`config.mk`:
```
export PLATFORM = sky130hd
export DESIGN_NAME = atjc_back
export DESIGN_NICKNAME = d
export VERILOG_FILES = /design/src/sv/atjc_pkg.sv /design/src/sv/atjc_back.sv
export SDC_FILE = /design/constraint.sdc
export NUM_CORES = 2
export LEC_CHECK = 0
export BUFFER_PORTS_ARGS = -buffer_cell sky130_fd_sc_hd__buf_2
export CAP_MARGIN = 25
export CORE_MARGIN = 1
export CORE_UTILIZATION = 60
export CTS_CLUSTER_SIZE = 25
export DETAILED_ROUTE_END_ITERATION = 8
export PLACE_DENSITY = 0.77
export SYNTH_ARGS = -nofsm -noshare
export SYNTH_HDL_FRONTEND = slang
export SYNTH_SLANG_ARGS = --single-unit
```
`constraint.sdc`:
```
create_clock -name i_clk -period 20.4 [get_ports i_clk]
set_input_delay 4.08 -clock i_clk [delete_from_list [all_inputs] [get_ports i_clk]]
set_output_delay 4.08 -clock i_clk [all_outputs]
set_load 0.02 [all_outputs]
```
`src/sv/atjc_pkg.sv`:
```
// Shared types, constants and tables for the tilt and stick conditioner.
// Used by every module of the block; depends on nothing.
package atjc_pkg;

    localparam int NUM_CTL_DEF = 2;
    localparam int FRAC_DEF    = 8;
    localparam int QDEPTH      = 2;
    localparam int CFG_IDX_W   = 3;
    localparam int CFG_DATA_W  = 16;

    localparam logic [7:0] SCRAMBLE = 8'h17;

    localparam logic signed [19:0] PITCH_K   = 20'sd80206;
    localparam logic signed [19:0] ROLL_K    = 20'sd80220;
    localparam logic signed [39:0] ANG_BASE  = 40'sd8257536000;
    localparam logic [18:0]        QSAT_LIM  = 19'd256000;
    localparam logic [18:0]        ANG_RECIP = 19'd268436;

    typedef enum logic [CFG_IDX_W-1:0] {
        CFG_B0    = 3'd0,
        CFG_B1    = 3'd1,
        CFG_B2    = 3'd2,
        CFG_A1    = 3'd3,
        CFG_A2    = 3'd4,
        CFG_ZERO  = 3'd5,
        CFG_LIMIT = 3'd6,
        CFG_DZONE = 3'd7
    } t_cfg_idx;

    typedef struct packed {
        logic signed [15:0] b0;
        logic signed [15:0] b1;
        logic signed [15:0] b2;
        logic signed [15:0] a1;
        logic signed [15:0] a2;
        logic [9:0]         zero;
        logic [8:0]         limit;
        logic [7:0]         dzone;
    } t_cfg;

    typedef struct packed {
        logic [7:0]         sx;
        logic [7:0]         sy;
        logic               bz;
        logic               bc;
        logic signed [10:0] ax;
        logic signed [10:0] ay;
        logic signed [10:0] az;
        logic               idx;
        logic               present;
    } t_item;

    typedef struct packed {
        logic signed [10:0] x1;
        logic signed [10:0] x2;
        logic signed [19:0] y1;
        logic signed [19:0] y2;
    } t_hist;

    function automatic logic [15:0] atan_coef(input logic [3:0] i);
        logic [15:0] v;
        case (i)
            4'd0:    v = 16'd51472;
            4'd1:    v = 16'd30385;
            4'd2:    v = 16'd16055;
            4'd3:    v = 16'd8150;
            4'd4:    v = 16'd4091;
            4'd5:    v = 16'd2047;
            4'd6:    v = 16'd1024;
            4'd7:    v = 16'd512;
            4'd8:    v = 16'd256;
            4'd9:    v = 16'd128;
            4'd10:   v = 16'd64;
            4'd11:   v = 16'd32;
            4'd12:   v = 16'd16;
            4'd13:   v = 16'd8;
            4'd14:   v = 16'd4;
            default: v = 16'd2;
        endcase
        return v;
    endfunction

endpackage

```
`src/sv/atjc_back.sv`:
```
// Back stage: per-controller IIR filter, clamp, squares, square roots, CORDIC
// angles, angle scaling and quotients, with the filter, squares and scaling on
// one shared multiplier, plus the result register. Depends on atjc_pkg.
module atjc_back import atjc_pkg::*; #(
    parameter int NUM_CONTROLLERS = NUM_CTL_DEF,
    parameter int STATE_FRAC_BITS = FRAC_DEF
) (
    input  logic       i_clk,
    input  logic       i_rst_n,
    input  t_cfg       i_cfg,
    input  logic       i_q_valid,
    input  t_item      i_q_item,
    output logic       o_q_pop,
    output logic       o_out_valid,
    input  logic       i_out_ready,
    output logic [7:0] o_stick_x_out,
    output logic [7:0] o_stick_y_out,
    output logic [7:0] o_pitch_out,
    output logic [7:0] o_roll_out,
    output logic       o_button_z_out,
    output logic       o_button_c_out,
    output logic       o_source_index
);

    localparam int HN = NUM_CONTROLLERS * 3;
    localparam int AW = $clog2(HN);
    localparam int CW = (NUM_CONTROLLERS > 1) ? $clog2(NUM_CONTROLLERS) : 1;

    localparam logic [4:0] ST_B0   = 5'd0;
    localparam logic [4:0] ST_B1   = 5'd1;
    localparam logic [4:0] ST_B2   = 5'd2;
    localparam logic [4:0] ST_A1   = 5'd3;
    localparam logic [4:0] ST_A2   = 5'd4;
    localparam logic [4:0] ST_UPD  = 5'd5;
    localparam logic [4:0] ST_SQX  = 5'd0;
    localparam logic [4:0] ST_SQZ  = 5'd1;
    localparam logic [4:0] ST_SQY  = 5'd2;
    localparam logic [4:0] ST_SQI  = 5'd3;
    localparam logic [4:0] ST_SQRT_LAST = 5'd19;
    localparam logic [4:0] ST_CORD_LAST = 5'd15;
    localparam logic [4:0] ST_KP   = 5'd0;

    typedef enum logic [7:0] {
        S_IDLE = 8'b0000_0001,
        S_FILT = 8'b0000_0010,
        S_SQ   = 8'b0000_0100,
        S_SQRT = 8'b0000_1000,
        S_CORD = 8'b0001_0000,
        S_KMUL = 8'b0010_0000,
        S_DIV  = 8'b0100_0000,
        S_DONE = 8'b1000_0000
    } t_state;

    t_state             r_state;
    logic [4:0]         r_step;
    logic [1:0]         r_axis;
    logic               r_out_valid;
    t_hist              r_hist [HN];
    t_item              r_item;
    logic signed [47:0] r_sff, r_sfb;
    logic signed [19:0] r_fx, r_fy, r_fz;
    logic [39:0]        r_sq0, r_sq1;
    logic [39:0]        r_n0, r_n1, r_r0, r_r1;
    logic signed [23:0] r_vx0, r_vy0, r_vx1, r_vy1;
    logic signed [18:0] r_ang0, r_ang1;
    logic               r_pz, r_rz;
    logic [17:0]        r_rem0, r_rem1;
    logic [7:0]         r_q0, r_q1;
    logic [7:0]         r_sx, r_sy, r_pitch, r_roll;
    logic               r_bz, r_bc, r_src;

    logic [CW-1:0]      w_ctl;
    logic [AW-1:0]      w_addr;
    t_hist              w_h;
    logic signed [10:0] w_x0;
    logic signed [19:0] w_ma, w_mb;
    logic signed [39:0] w_prod;
    logic signed [47:0] w_acc, w_yr, w_lim, w_fcl;
    logic signed [19:0] w_ysat;
    logic [39:0]        w_sb, w_t0, w_t1, w_rn0, w_rn1;
    logic               w_ge0, w_ge1;
    logic signed [23:0] w_dx0, w_dy0, w_dx1, w_dy1;
    logic signed [18:0] w_tab;
    logic signed [18:0] w_angp, w_angr;
    logic signed [39:0] w_num;
    logic [18:0]        w_m;
    logic [35:0]        w_qp0, w_qp1;
    logic               w_out_free;
    logic               w_pop;

    assign w_ctl  = (NUM_CONTROLLERS > 1) ? CW'(r_item.idx) : '0;
    assign w_addr = AW'(w_ctl) * AW'(3) + AW'(r_axis);
    assign w_h    = r_hist[w_addr];

    always_comb begin
        case (r_axis)
            2'd0:    w_x0 = r_item.ax;
            2'd1:    w_x0 = r_item.ay;
            default: w_x0 = r_item.az;
        endcase
    end

    assign w_angp = r_pz ? '0 : r_ang0;
    assign w_angr = r_rz ? '0 : r_ang1;

    always_comb begin
        w_ma = '0;
        w_mb = '0;
        case (r_state)
            S_FILT: begin
                case (r_step)
                    ST_B0: begin
                        w_ma = 20'(i_cfg.b0);
                        w_mb = 20'(w_x0);
                    end
                    ST_B1: begin
                        w_ma = 20'(i_cfg.b1);
                        w_mb = 20'(w_h.x1);
                    end
                    ST_B2: begin
                        w_ma = 20'(i_cfg.b2);
                        w_mb = 20'(w_h.x2);
                    end
                    ST_A1: begin
                        w_ma = 20'(i_cfg.a1);
                        w_mb = w_h.y1;
                    end
                    ST_A2: begin
                        w_ma = 20'(i_cfg.a2);
                        w_mb = w_h.y2;
                    end
                    default: ;
                endcase
            end
            S_SQ: begin
                case (r_step)
                    ST_SQX: begin
                        w_ma = r_fx;
                        w_mb = r_fx;
                    end
                    ST_SQZ: begin
                        w_ma = r_fz;
                        w_mb = r_fz;
                    end
                    ST_SQY: begin
                        w_ma = r_fy;
                        w_mb = r_fy;
                    end
                    default: ;
                endcase
            end
            S_KMUL: begin
                if (r_step == ST_KP) begin
                    w_ma = PITCH_K;
                    w_mb = 20'(w_angp);
                end else begin
                    w_ma = ROLL_K;
                    w_mb = 20'(w_angr);
                end
            end
            default: ;
        endcase
    end

    assign w_prod = w_ma * w_mb;

    assign w_acc  = (r_sff <<< STATE_FRAC_BITS) - r_sfb;
    assign w_yr   = (w_acc + 48'sd8192) >>> 14;
    assign w_lim  = 48'(i_cfg.limit) << STATE_FRAC_BITS;

    always_comb begin
        if (w_yr > 48'sd524287) begin
            w_ysat = 20'sd524287;
        end else if (w_yr < -48'sd524288) begin
            w_ysat = -20'sd524288;
        end else begin
            w_ysat = w_yr[19:0];
        end
        if (48'(w_ysat) > w_lim) begin
            w_fcl = w_lim;
        end else if (48'(w_ysat) < -w_lim) begin
            w_fcl = -w_lim;
        end else begin
            w_fcl = 48'(w_ysat);
        end
    end

    assign w_sb  = 40'd1 << (6'd38 - {r_step, 1'b0});
    assign w_t0  = r_r0 + w_sb;
    assign w_t1  = r_r1 + w_sb;
    assign w_ge0 = r_n0 >= w_t0;
    assign w_ge1 = r_n1 >= w_t1;
    assign w_rn0 = w_ge0 ? ((r_r0 >> 1) + w_sb) : (r_r0 >> 1);
    assign w_rn1 = w_ge1 ? ((r_r1 >> 1) + w_sb) : (r_r1 >> 1);

    assign w_tab = $signed({3'b000, atan_coef(r_step[3:0])});
    assign w_dx0 = r_vy0 >>> r_step[3:0];
    assign w_dy0 = r_vx0 >>> r_step[3:0];
    assign w_dx1 = r_vy1 >>> r_step[3:0];
    assign w_dy1 = r_vx1 >>> r_step[3:0];

    assign w_num = ANG_BASE - w_prod;
    assign w_m   = w_num[34:16];

    // Quotient by 1000 as a reciprocal multiply, exact for remainders below 256000.
    assign w_qp0 = 36'(r_rem0) * 36'(ANG_RECIP);
    assign w_qp1 = 36'(r_rem1) * 36'(ANG_RECIP);

    assign w_out_free = !r_out_valid || i_out_ready;
    assign w_pop      = (r_state == S_IDLE) && i_q_valid;
    assign o_q_pop    = w_pop;

    always_ff @(posedge i_clk) begin
        if (!i_rst_n) begin
            r_state     <= S_IDLE;
            r_step      <= '0;
            r_axis      <= '0;
            r_out_valid <= 1'b0;
            for (int i = 0; i < HN; i++) begin
                r_hist[i] <= '0;
            end
        end else begin
            if (r_out_valid && i_out_ready && r_state != S_DONE) begin
                r_out_valid <= 1'b0;
            end
            case (r_state)
                S_IDLE: begin
                    if (i_q_valid) begin
                        r_state <= S_FILT;
                        r_step  <= '0;
                        r_axis  <= '0;
                    end
                end
                S_FILT: begin
                    if (r_step == ST_UPD) begin
                        r_hist[w_addr] <= '{x1: w_x0, x2: w_h.x1, y1: w_ysat, y2: w_h.y1};
                        r_step <= '0;
                        if (r_axis == 2'd2) begin
                            r_state <= S_SQ;
                        end else begin
                            r_axis <= r_axis + 2'd1;
                        end
                    end else begin
                        r_step <= r_step + 5'd1;
                    end
                end
                S_SQ: begin
                    if (r_step == ST_SQI) begin
                        r_state <= S_SQRT;
                        r_step  <= '0;
                    end else begin
                        r_step <= r_step + 5'd1;
                    end
                end
                S_SQRT: begin
                    if (r_step == ST_SQRT_LAST) begin
                        r_state <= S_CORD;
                        r_step  <= '0;
                    end else begin
                        r_step <= r_step + 5'd1;
                    end
                end
                S_CORD: begin
                    if (r_step == ST_CORD_LAST) begin
                        r_state <= S_KMUL;
                        r_step  <= '0;
                    end else begin
                        r_step <= r_step + 5'd1;
                    end
                end
                S_KMUL: begin
                    if (r_step == ST_KP) begin
                        r_step <= r_step + 5'd1;
                    end else begin
                        r_state <= S_DIV;
                        r_step  <= '0;
                    end
                end
                S_DIV: begin
                    r_state <= S_DONE;
                end
                S_DONE: begin
                    if (w_out_free) begin
                        r_out_valid <= 1'b1;
                        r_state     <= S_IDLE;
                    end
                end
                default: begin
                    r_state <= S_IDLE;
                    r_step  <= '0;
                end
            endcase
        end
    end

    always_ff @(posedge i_clk) begin
        case (r_state)
            S_IDLE: begin
                if (i_q_valid) begin
                    r_item <= i_q_item;
                end
            end
            S_FILT: begin
                case (r_step)
                    ST_B0: r_sff <= 48'(w_prod);
                    ST_B1, ST_B2: r_sff <= r_sff + 48'(w_prod);
                    ST_A1: r_sfb <= 48'(w_prod);
                    ST_A2: r_sfb <= r_sfb + 48'(w_prod);
                    default: begin
                        case (r_axis)
                            2'd0:    r_fx <= w_fcl[19:0];
                            2'd1:    r_fy <= w_fcl[19:0];
                            default: r_fz <= w_fcl[19:0];
                        endcase
                    end
                endcase
            end
            S_SQ: begin
                case (r_step)
                    ST_SQX: r_sq0 <= w_prod;
                    ST_SQZ: begin
                        r_sq0 <= r_sq0 + w_prod;
                        r_sq1 <= w_prod;
                    end
                    ST_SQY: r_sq1 <= r_sq1 + w_prod;
                    default: begin
                        r_n0 <= r_sq0;
                        r_n1 <= r_sq1;
                        r_r0 <= '0;
                        r_r1 <= '0;
                    end
                endcase
            end
            S_SQRT: begin
                if (w_ge0) begin
                    r_n0 <= r_n0 - w_t0;
                end
                if (w_ge1) begin
                    r_n1 <= r_n1 - w_t1;
                end
                r_r0 <= w_rn0;
                r_r1 <= w_rn1;
                if (r_step == ST_SQRT_LAST) begin
                    r_vx0  <= $signed({4'b0000, w_rn0[19:0]});
                    r_vy0  <= 24'(r_fy);
                    r_vx1  <= $signed({4'b0000, w_rn1[19:0]});
                    r_vy1  <= -24'(r_fx);
                    r_ang0 <= '0;
                    r_ang1 <= '0;
                    r_pz   <= r_fy == '0;
                    r_rz   <= r_fx == '0;
                end
            end
            S_CORD: begin
                if (!r_vy0[23]) begin
                    r_vx0  <= r_vx0 + w_dx0;
                    r_vy0  <= r_vy0 - w_dy0;
                    r_ang0 <= r_ang0 + w_tab;
                end else begin
                    r_vx0  <= r_vx0 - w_dx0;
                    r_vy0  <= r_vy0 + w_dy0;
                    r_ang0 <= r_ang0 - w_tab;
                end
                if (!r_vy1[23]) begin
                    r_vx1  <= r_vx1 + w_dx1;
                    r_vy1  <= r_vy1 - w_dy1;
                    r_ang1 <= r_ang1 + w_tab;
                end else begin
                    r_vx1  <= r_vx1 - w_dx1;
                    r_vy1  <= r_vy1 + w_dy1;
                    r_ang1 <= r_ang1 - w_tab;
                end
            end
            S_KMUL: begin
                if (r_step == ST_KP) begin
                    if (w_num[39]) begin
                        r_rem0 <= '0;
                        r_q0   <= '0;
                    end else if (w_m >= QSAT_LIM) begin
                        r_rem0 <= '0;
                        r_q0   <= 8'd255;
                    end else begin
                        r_rem0 <= w_m[17:0];
                        r_q0   <= '0;
                    end
                end else begin
                    if (w_num[39]) begin
                        r_rem1 <= '0;
                        r_q1   <= '0;
                    end else if (w_m >= QSAT_LIM) begin
                        r_rem1 <= '0;
                        r_q1   <= 8'd255;
                    end else begin
                        r_rem1 <= w_m[17:0];
                        r_q1   <= '0;
                    end
                end
            end
            S_DIV: begin
                r_q0 <= r_q0 | w_qp0[35:28];
                r_q1 <= r_q1 | w_qp1[35:28];
            end
            S_DONE: begin
                if (w_out_free) begin
                    r_src   <= r_item.idx;
                    r_sx    <= r_item.present ? r_item.sx : 8'd0;
                    r_sy    <= r_item.present ? r_item.sy : 8'd0;
                    r_pitch <= r_item.present ? r_q0 : 8'd0;
                    r_roll  <= r_item.present ? r_q1 : 8'd0;
                    r_bz    <= r_item.present && r_item.bz;
                    r_bc    <= r_item.present && r_item.bc;
                end
            end
            default: ;
        endcase
    end

    assign o_out_valid    = r_out_valid;
    assign o_stick_x_out  = r_sx;
    assign o_stick_y_out  = r_sy;
    assign o_pitch_out    = r_pitch;
    assign o_roll_out     = r_roll;
    assign o_button_z_out = r_bz;
    assign o_button_c_out = r_bc;
    assign o_source_index = r_src;

    a_idle_step: assert property (@(posedge i_clk) disable iff (!i_rst_n)
        (r_state == S_IDLE) |-> (r_step == '0))
        else $error("step counter not cleared in idle");

    a_sqrt_range: assert property (@(posedge i_clk) disable iff (!i_rst_n)
        (r_state == S_SQRT) |-> (r_step <= ST_SQRT_LAST))
        else $error("square root step out of range");

    a_done_load: assert property (@(posedge i_clk) disable iff (!i_rst_n)
        (r_state == S_DONE && w_out_free) |=> (r_out_valid && r_state == S_IDLE))
        else $error("finished result not loaded into output register");

    a_pop_idle: assert property (@(posedge i_clk) disable iff (!i_rst_n)
        w_pop |=> (r_state == S_FILT && r_axis == 2'd0))
        else $error("queue pop did not start the filter");

endmodule
```
* Yosys cells after proc, flatten, opt, wreduce, memory -nomap -nowiden *
Memories as Yosys holds them, arrays and structs flattened. A register that Yosys moved wholly into a read port is not among the register bits.
Cells that the tools add are included.

word-level totals
  flip-flop bits (word level) = 688
  bits in writable memories = 372
  bits in read-only memories = 256
  output and inout bits = 37
  memories kept = 2

memories
  memory            words  width  read ports  clocked after Yosys merged registers in  write ports  line             source
  r_hist            6      62     1           0                                        6            atjc_back.sv:58  t_hist r_hist [HN];
  (name not given)  16     16     1           1                                        0            atjc_pkg.sv:62   case (i)

cells by class
  add/subtract/negate cells = 31
  multipliers = 4
  $lt $le $gt $ge = 7
  equality and inequality tests = 31
  shifts and indexed selects = 5
  mux-type cells = 87
  bitwise logic cells = 6
  reduce and logical (&&, ||, !) cells = 46

operator list
  cell                                                                    number
  40-bit case mux with 2 select lines                                     6
  40-bit 2-to-1 mux                                                       7
  20-bit case mux with 5 select lines                                     2
  24-bit 2-to-1 mux                                                       8
  24-bit case mux with 2 select lines                                     4
  48-bit case mux with 2 select lines                                     2
  20-bit case mux with 3 select lines                                     3
  40-bit adder                                                            4
  20-bit 2-to-1 mux                                                       5
  24-bit adder                                                            4
  48-bit by 40-bit adder with 48-bit output                               2
  8-bit 2-to-1 mux                                                        12
  24-bit by 4-bit >>> shifter with 24-bit output                          4
  24-bit subtractor                                                       4
  19-bit 2-to-1 mux                                                       5
  39-bit by 40-bit adder with 40-bit output                               2
  40-bit >= comparator                                                    2
  40-bit subtractor                                                       2
  19-bit case mux with 2 select lines                                     2
  18-bit by 17-bit multiplier with 34-bit output (second input constant)  2
  8-bit case mux with 8 select lines                                      1
  62-bit 2-to-1 mux                                                       1
  62-bit OR reduction                                                     1
  48-bit by 15-bit adder with 48-bit output (second input constant)       1
  61 further kinds                                                        131

* Depth between registers and ports, before layout *
An unclocked memory read counts as a cell.

  depth after elaboration = 12
  gate-level depth with buffers = 62
  depth with buffers taken out = 50

* Worst setup path before layout *
No wires, ideal clock.

  kind = in2reg
  start point = input i_cfg[58] in the netlist's numbering
  end point = register r_sfb[46] (data pin)
  setup time = 0.267 ns
  data arrival time = 14.071 ns
  data required time = 20.133 ns
  slack = 6.062 ns
  stages on the path = 37
  path buffers = 3
  cell sequence = a222oi_1 nand2_1 nand2_1 clkbuf_1 nand2_1 clkbuf_1 nand2_1 fa_1 inv_1 fa_1 fa_1 inv_1 fa_1 inv_1 fa_1 fa_1 fa_1 ha_1 a41o_1 a21oi_1 o221ai_1 o311ai_0 a31oi_1 a311oi_1 inv_1 ha_1 clkbuf_1 a21o_1 a21o_1 a221o_1 a21o_1 a21o_1 a21oi_1 o21ai_0 a21oi_1 xor2_1 o21ai_0

on the way
  longest elaborated chain between the ends = 5

ends and longest elaborated chain
  what                                                line              source
  start: declaration                                  atjc_back.sv:10   input t_cfg i_cfg,
  20-bit case mux with 5 select lines (*)             atjc_back.sv:111  case (r_step)
  20-bit case mux with 3 select lines (*)             atjc_back.sv:109  case (r_state)
  20-bit by 20-bit multiplier with 40-bit output (*)  atjc_back.sv:165  assign w_prod = w_ma * w_mb;
  48-bit by 40-bit adder with 48-bit output           atjc_back.sv:308  ST_A2: r_sfb <= r_sfb + 48'(w_prod);
  48-bit case mux with 2 select lines (*)             atjc_back.sv:304  case (r_step)
  end signal: assignment                              atjc_back.sv:307  ST_A1: r_sfb <= 48'(w_prod);
  end signal: assignment                              atjc_back.sv:308
  end: declaration                                    atjc_back.sv:60   logic signed [47:0] r_sff, r_sfb;

Mark *: on every way between the ends. The rest lies on a longest branch, timed or not.
A chain may end at the register's enable or synchronous reset.

* Worst setup path in the final report *
  start point = input i_cfg[58] in the netlist's numbering
  end point = register r_sfb[47] (data pin)

Same word-level chain as after synthesis.

==> flow_metrics.env <==
export IMPL_fin_worst_skew_ns=0.0678
export IMPL_starting_density_of_the_core=0.606
export IMPL_fraction_of_synthesized_area_in_multiplexers=0.0562
export IMPL_htreeDepth=4
export IMPL_cellInternalPower_mw=4.40
export IMPL_worst_endpoint_arrival_ns=16.49
export IMPL_tritoncts_clock_tree="yes"
export IMPL_vias=80729
export IMPL_grt_usage=0.329
export IMPL_async_set_reset_flop_share_out_of_synthesis=0
export IMPL_detail_route_wl_per_cell_um=22.7
export IMPL_cap_violations=0
export IMPL_vdd_drop_max_mv=0.0819
export IMPL_fmax_mhz=62.7
export IMPL_min_delay_path_class="flop to flop"
export IMPL_cts_repair_resize_count=0
export IMPL_reg2reg_setup_slack_ns=4.63
export IMPL_p_seq_frac=0.459
export IMPL_share_of_the_synthesized_area_in_compound_gates_ao_oa_aoi_oai=0.137
export IMPL_post_cts_buffers=0
export IMPL_cts_inserted_buffers=137
export IMPL_die_w_um=416
export IMPL_clk_latency_ns=0.85
export IMPL_critical_path_peak_fanout=12
export IMPL_remaining_drc_errors=33
export IMPL_synth_fp_nets=12002
export IMPL_synth_top_family_by_area="adder cells"
export IMPL_coreArea_mm2=0.170
export IMPL_clock_sink_count=1192
export IMPL_violations_in_the_final_reports="DRC"
export IMPL_yosys_cell_types_count=105
export IMPL_report_final_setup_viol=0
export IMPL_layout_cells_non_filler=12732
export IMPL_globalRouteOverflowTotal=0
export IMPL_number_of_drc_markers_in_iteration_0=8480
export IMPL_fp_dieArea_mm2=0.173
export IMPL_place_gp_congestion=0.965
export IMPL_timing_max_slew_rel_slack=0.208
export IMPL_synth_top_area_share=0.338
export IMPL_critPathCaptureType="flop"
export IMPL_final_core_util=0.654
export IMPL_crit_path_frequent_cell="sky130_fd_sc_hd__fa_1"
export IMPL_cts_clk_slew_worst_paths_ns=0.05
export IMPL_tightestPinTransition_ns=1.19
export IMPL_fill_cells=13049
export IMPL_category_of_the_worst_setup_path_launch_point="input port"
export IMPL_antenna_violations_before_repair=12
export IMPL_yosys_area_top_type="sky130_fd_sc_hd__edfxtp_1"
export IMPL_final_min_period_over_clock_period=0.782
export IMPL_clock_root_buffer="sky130_fd_sc_hd__clkbuf_16"
export IMPL_timing_max_transition_violations_final=0
export IMPL_synth_cell_area_mm2=0.103
export IMPL_ys_warn_count=0
export IMPL_die_height_um=416
export IMPL_flip_flop_and_latch_count_after_synthesis=1192
export IMPL_hpwl_mm=212
export IMPL_run_status="complete, but fails checks"
export IMPL_layout_cell_area_non_filler_mm2=0.111
export IMPL_dp_cells=12475
export IMPL_port_buffers=182
export IMPL_synth_area_leaders="sky130_fd_sc_hd__edfxtp_1, sky130_fd_sc_hd__ha_1, sky130_fd_sc_hd__fa_1"
export IMPL_ys_seq_area_frac=0.345
export IMPL_grt_first_pass_wirelength_mm=445
export IMPL_final_antenna_net_count=0
export IMPL_synth_xor_area_frac=0.0575
export IMPL_route_final_wire_length_mm=289
export IMPL_area_share_of_fa_ha_maj_cells_after_synthesis=0.222
export IMPL_crit_path_max_incr_delay_ns=1.07
export IMPL_postPlaceCellArea_mm2=0.107
export IMPL_clock_power_share=0.415
export IMPL_finalHoldViolations=0
export IMPL_first_global_vias=79246
export IMPL_power_density_mw_per_mm2=53.9
export IMPL_grt_start_max_net_pins=135
export IMPL_firstDrtPassIters=9
export IMPL_sw_ratio=0.265
export IMPL_area_growth_pct=7.94
export IMPL_grt_setup_unrepaired="no"
export IMPL_nets=12081
export IMPL_synth_simple_area_share=0.133
export IMPL_synth_enable_flop_cells=1160
export IMPL_vias_per_cell=6.34
export IMPL_power_leakage_nw=47.4
export IMPL_power_combinational_fraction=0.126
export IMPL_boundaryPins=201
export IMPL_final_layout_setup_total_negative_slack_ns=0
export IMPL_p_sw_mw=1.59
export IMPL_row_count=151
export IMPL_ctsHoldBuffers=0
export IMPL_post_synth_cell_area_avg_um2=9.97
export IMPL_cp_slowest_cell="sky130_fd_sc_hd__fa_1"
export IMPL_crit_type="input port to flop"
export IMPL_critical_path_required_ns=20.94
export IMPL_cts_buffer_depth=3
export IMPL_synthFlopType="sky130_fd_sc_hd__edfxtp_1"
export IMPL_min_period_ns=15.95
export IMPL_drive_above_1_share=0.0861
export IMPL_syn_inst=10325
## placed cells by master (no fill, tap or decap), drive strengths merged, types with 41 or more instances in the layout
cell type	instances
edfxtp	1160
nor2	1086
nand2	1012
ha	987
inv	911
o21ai	642
a21oi	547
fa	526
xnor2	374
buf	337
xor2	302
a21o	210
mux4	171
clkbuf	162
mux2i	156
and2	139
nand2b	138
a31oi	135
nor3	131
nand3	113
nor2b	99
o21a	92
o21bai	86
a211oi	85
and3	65
clkinv	60
or3	50
o211ai	48
or2	46
o31ai	44
nand4	41
## power by group through the flow
stage                     registers [mW]  logic (mW)  clock network (mW)
after floorplan                     2.79       0.513                   0
after global placement              2.80       0.710                   0
after detailed placement            2.80       0.729                   0
after CTS                           2.75       0.738                2.51
after global routing                2.75       0.810                2.59
final                               2.75       0.755                2.49
## registers in the layout, summed over array words and instances, names as in the netlist, 24 cells and up
name	count
r_sfb	48
r_n1	40
r_n0	40
r_sff	40
r_r1	40
r_vy0	24
r_sq0	40
r_vy1	24
r_sq1	40
r_r0	40
r_vx1	24
r_vx0	24
r_item	52
r_hist	496
## worst paths after layout
check,from,end,cells after the start
worst max-delay path,i_cfg[58],r_sfb[47]$_DFFE_PP_,41
worst min-delay path,r_item[46]$_DFFE_PP_,o_stick_x_out[1]$_SDFFCE_PN0P_,1
worst max register to register,r_step[0]$_SDFFE_PN0P_,r_sfb[47]$_DFFE_PP_,45
worst min register to register,r_item[46]$_DFFE_PP_,o_stick_x_out[1]$_SDFFCE_PN0P_,1
## kinds of logic (layout without fill, tap and decap cells)
kind of cell,after synthesis,in the layout
buf+inv,1307,1488
compound gates,2238,2238
fa+ha+maj,1513,1513
mux,360,360
xor+xnor,676,676
other cells,0,8
simple gates,3039,3039
flops,1192,1192
## synthesized netlist by cell type, types with 64 or more instances
| cell type | instances |
|---|---|
| sky130_fd_sc_hd__ha_1 | 987 |
| sky130_fd_sc_hd__a21o_1 | 210 |
| sky130_fd_sc_hd__inv_1 | 906 |
| sky130_fd_sc_hd__clkbuf_1 | 303 |
| sky130_fd_sc_hd__xnor2_1 | 374 |
| sky130_fd_sc_hd__xor2_1 | 302 |
| sky130_fd_sc_hd__mux4_2 | 171 |
| sky130_fd_sc_hd__nor2b_1 | 99 |
| sky130_fd_sc_hd__nand2_1 | 1012 |
| sky130_fd_sc_hd__and2_1 | 138 |
| sky130_fd_sc_hd__o21ai_0 | 634 |
| sky130_fd_sc_hd__and3_1 | 64 |
| sky130_fd_sc_hd__o21bai_1 | 85 |
| sky130_fd_sc_hd__fa_1 | 526 |
| sky130_fd_sc_hd__mux2i_1 | 156 |
| sky130_fd_sc_hd__a211oi_1 | 84 |
| sky130_fd_sc_hd__a31oi_1 | 134 |
| sky130_fd_sc_hd__nor3_1 | 127 |
| sky130_fd_sc_hd__nor2_1 | 1076 |
| sky130_fd_sc_hd__o21a_1 | 92 |
| sky130_fd_sc_hd__nand2b_1 | 138 |
| sky130_fd_sc_hd__a21oi_1 | 546 |
| sky130_fd_sc_hd__nand3_1 | 113 |
| sky130_fd_sc_hd__edfxtp_1 | 1160 |
## area by class of cell
| cell class | instances | area (µm²) | area share |
|---|---|---|---|
| Antenna cell | 8 | 20.0 | 0.000180 |
| Tap cell | 2218 | 2780 | 0.0250 |
| Clock inverter | 80 | 887 | 0.00798 |
| Clock buffer | 161 | 3560 | 0.0321 |
| Timing Repair Buffer | 338 | 2270 | 0.0204 |
| Multi-Input combinational cell | 7826 | 62700 | 0.564 |
| Sequential cell | 1192 | 35500 | 0.319 |
| Inverter | 909 | 3410 | 0.0307 |
## critical path, delay by kind of cell
kind,cells,cell delay [ns]
compound gates,16,3.11
buf+inv,5,1.07
simple gates,8,2.03
fa+ha+maj,9,5.00
xor+xnor,3,1.16
## per-layer routing
layer  global-route usage  share of wire
met1                0.435           0.39
met2                0.523           0.46
met3               0.0638          0.097
met5                    0        0.00011
met4                0.157          0.048
## per-stage QoR
step / setup slack, ns / hold WS (ns) / power, mW
floorplan: 6.06 / 0.490 / 3.30
finish: 4.45 / 0.529 / 5.99
detailed placement: 3.84 / 0.518 / 3.53
global placement: 4.02 / 0.501 / 3.51
global route: 3.82 / 0.546 / 6.15
CTS: 4.66 / 0.532 / 5.99
No activity file was read; power rests on OpenSTA's default activity.
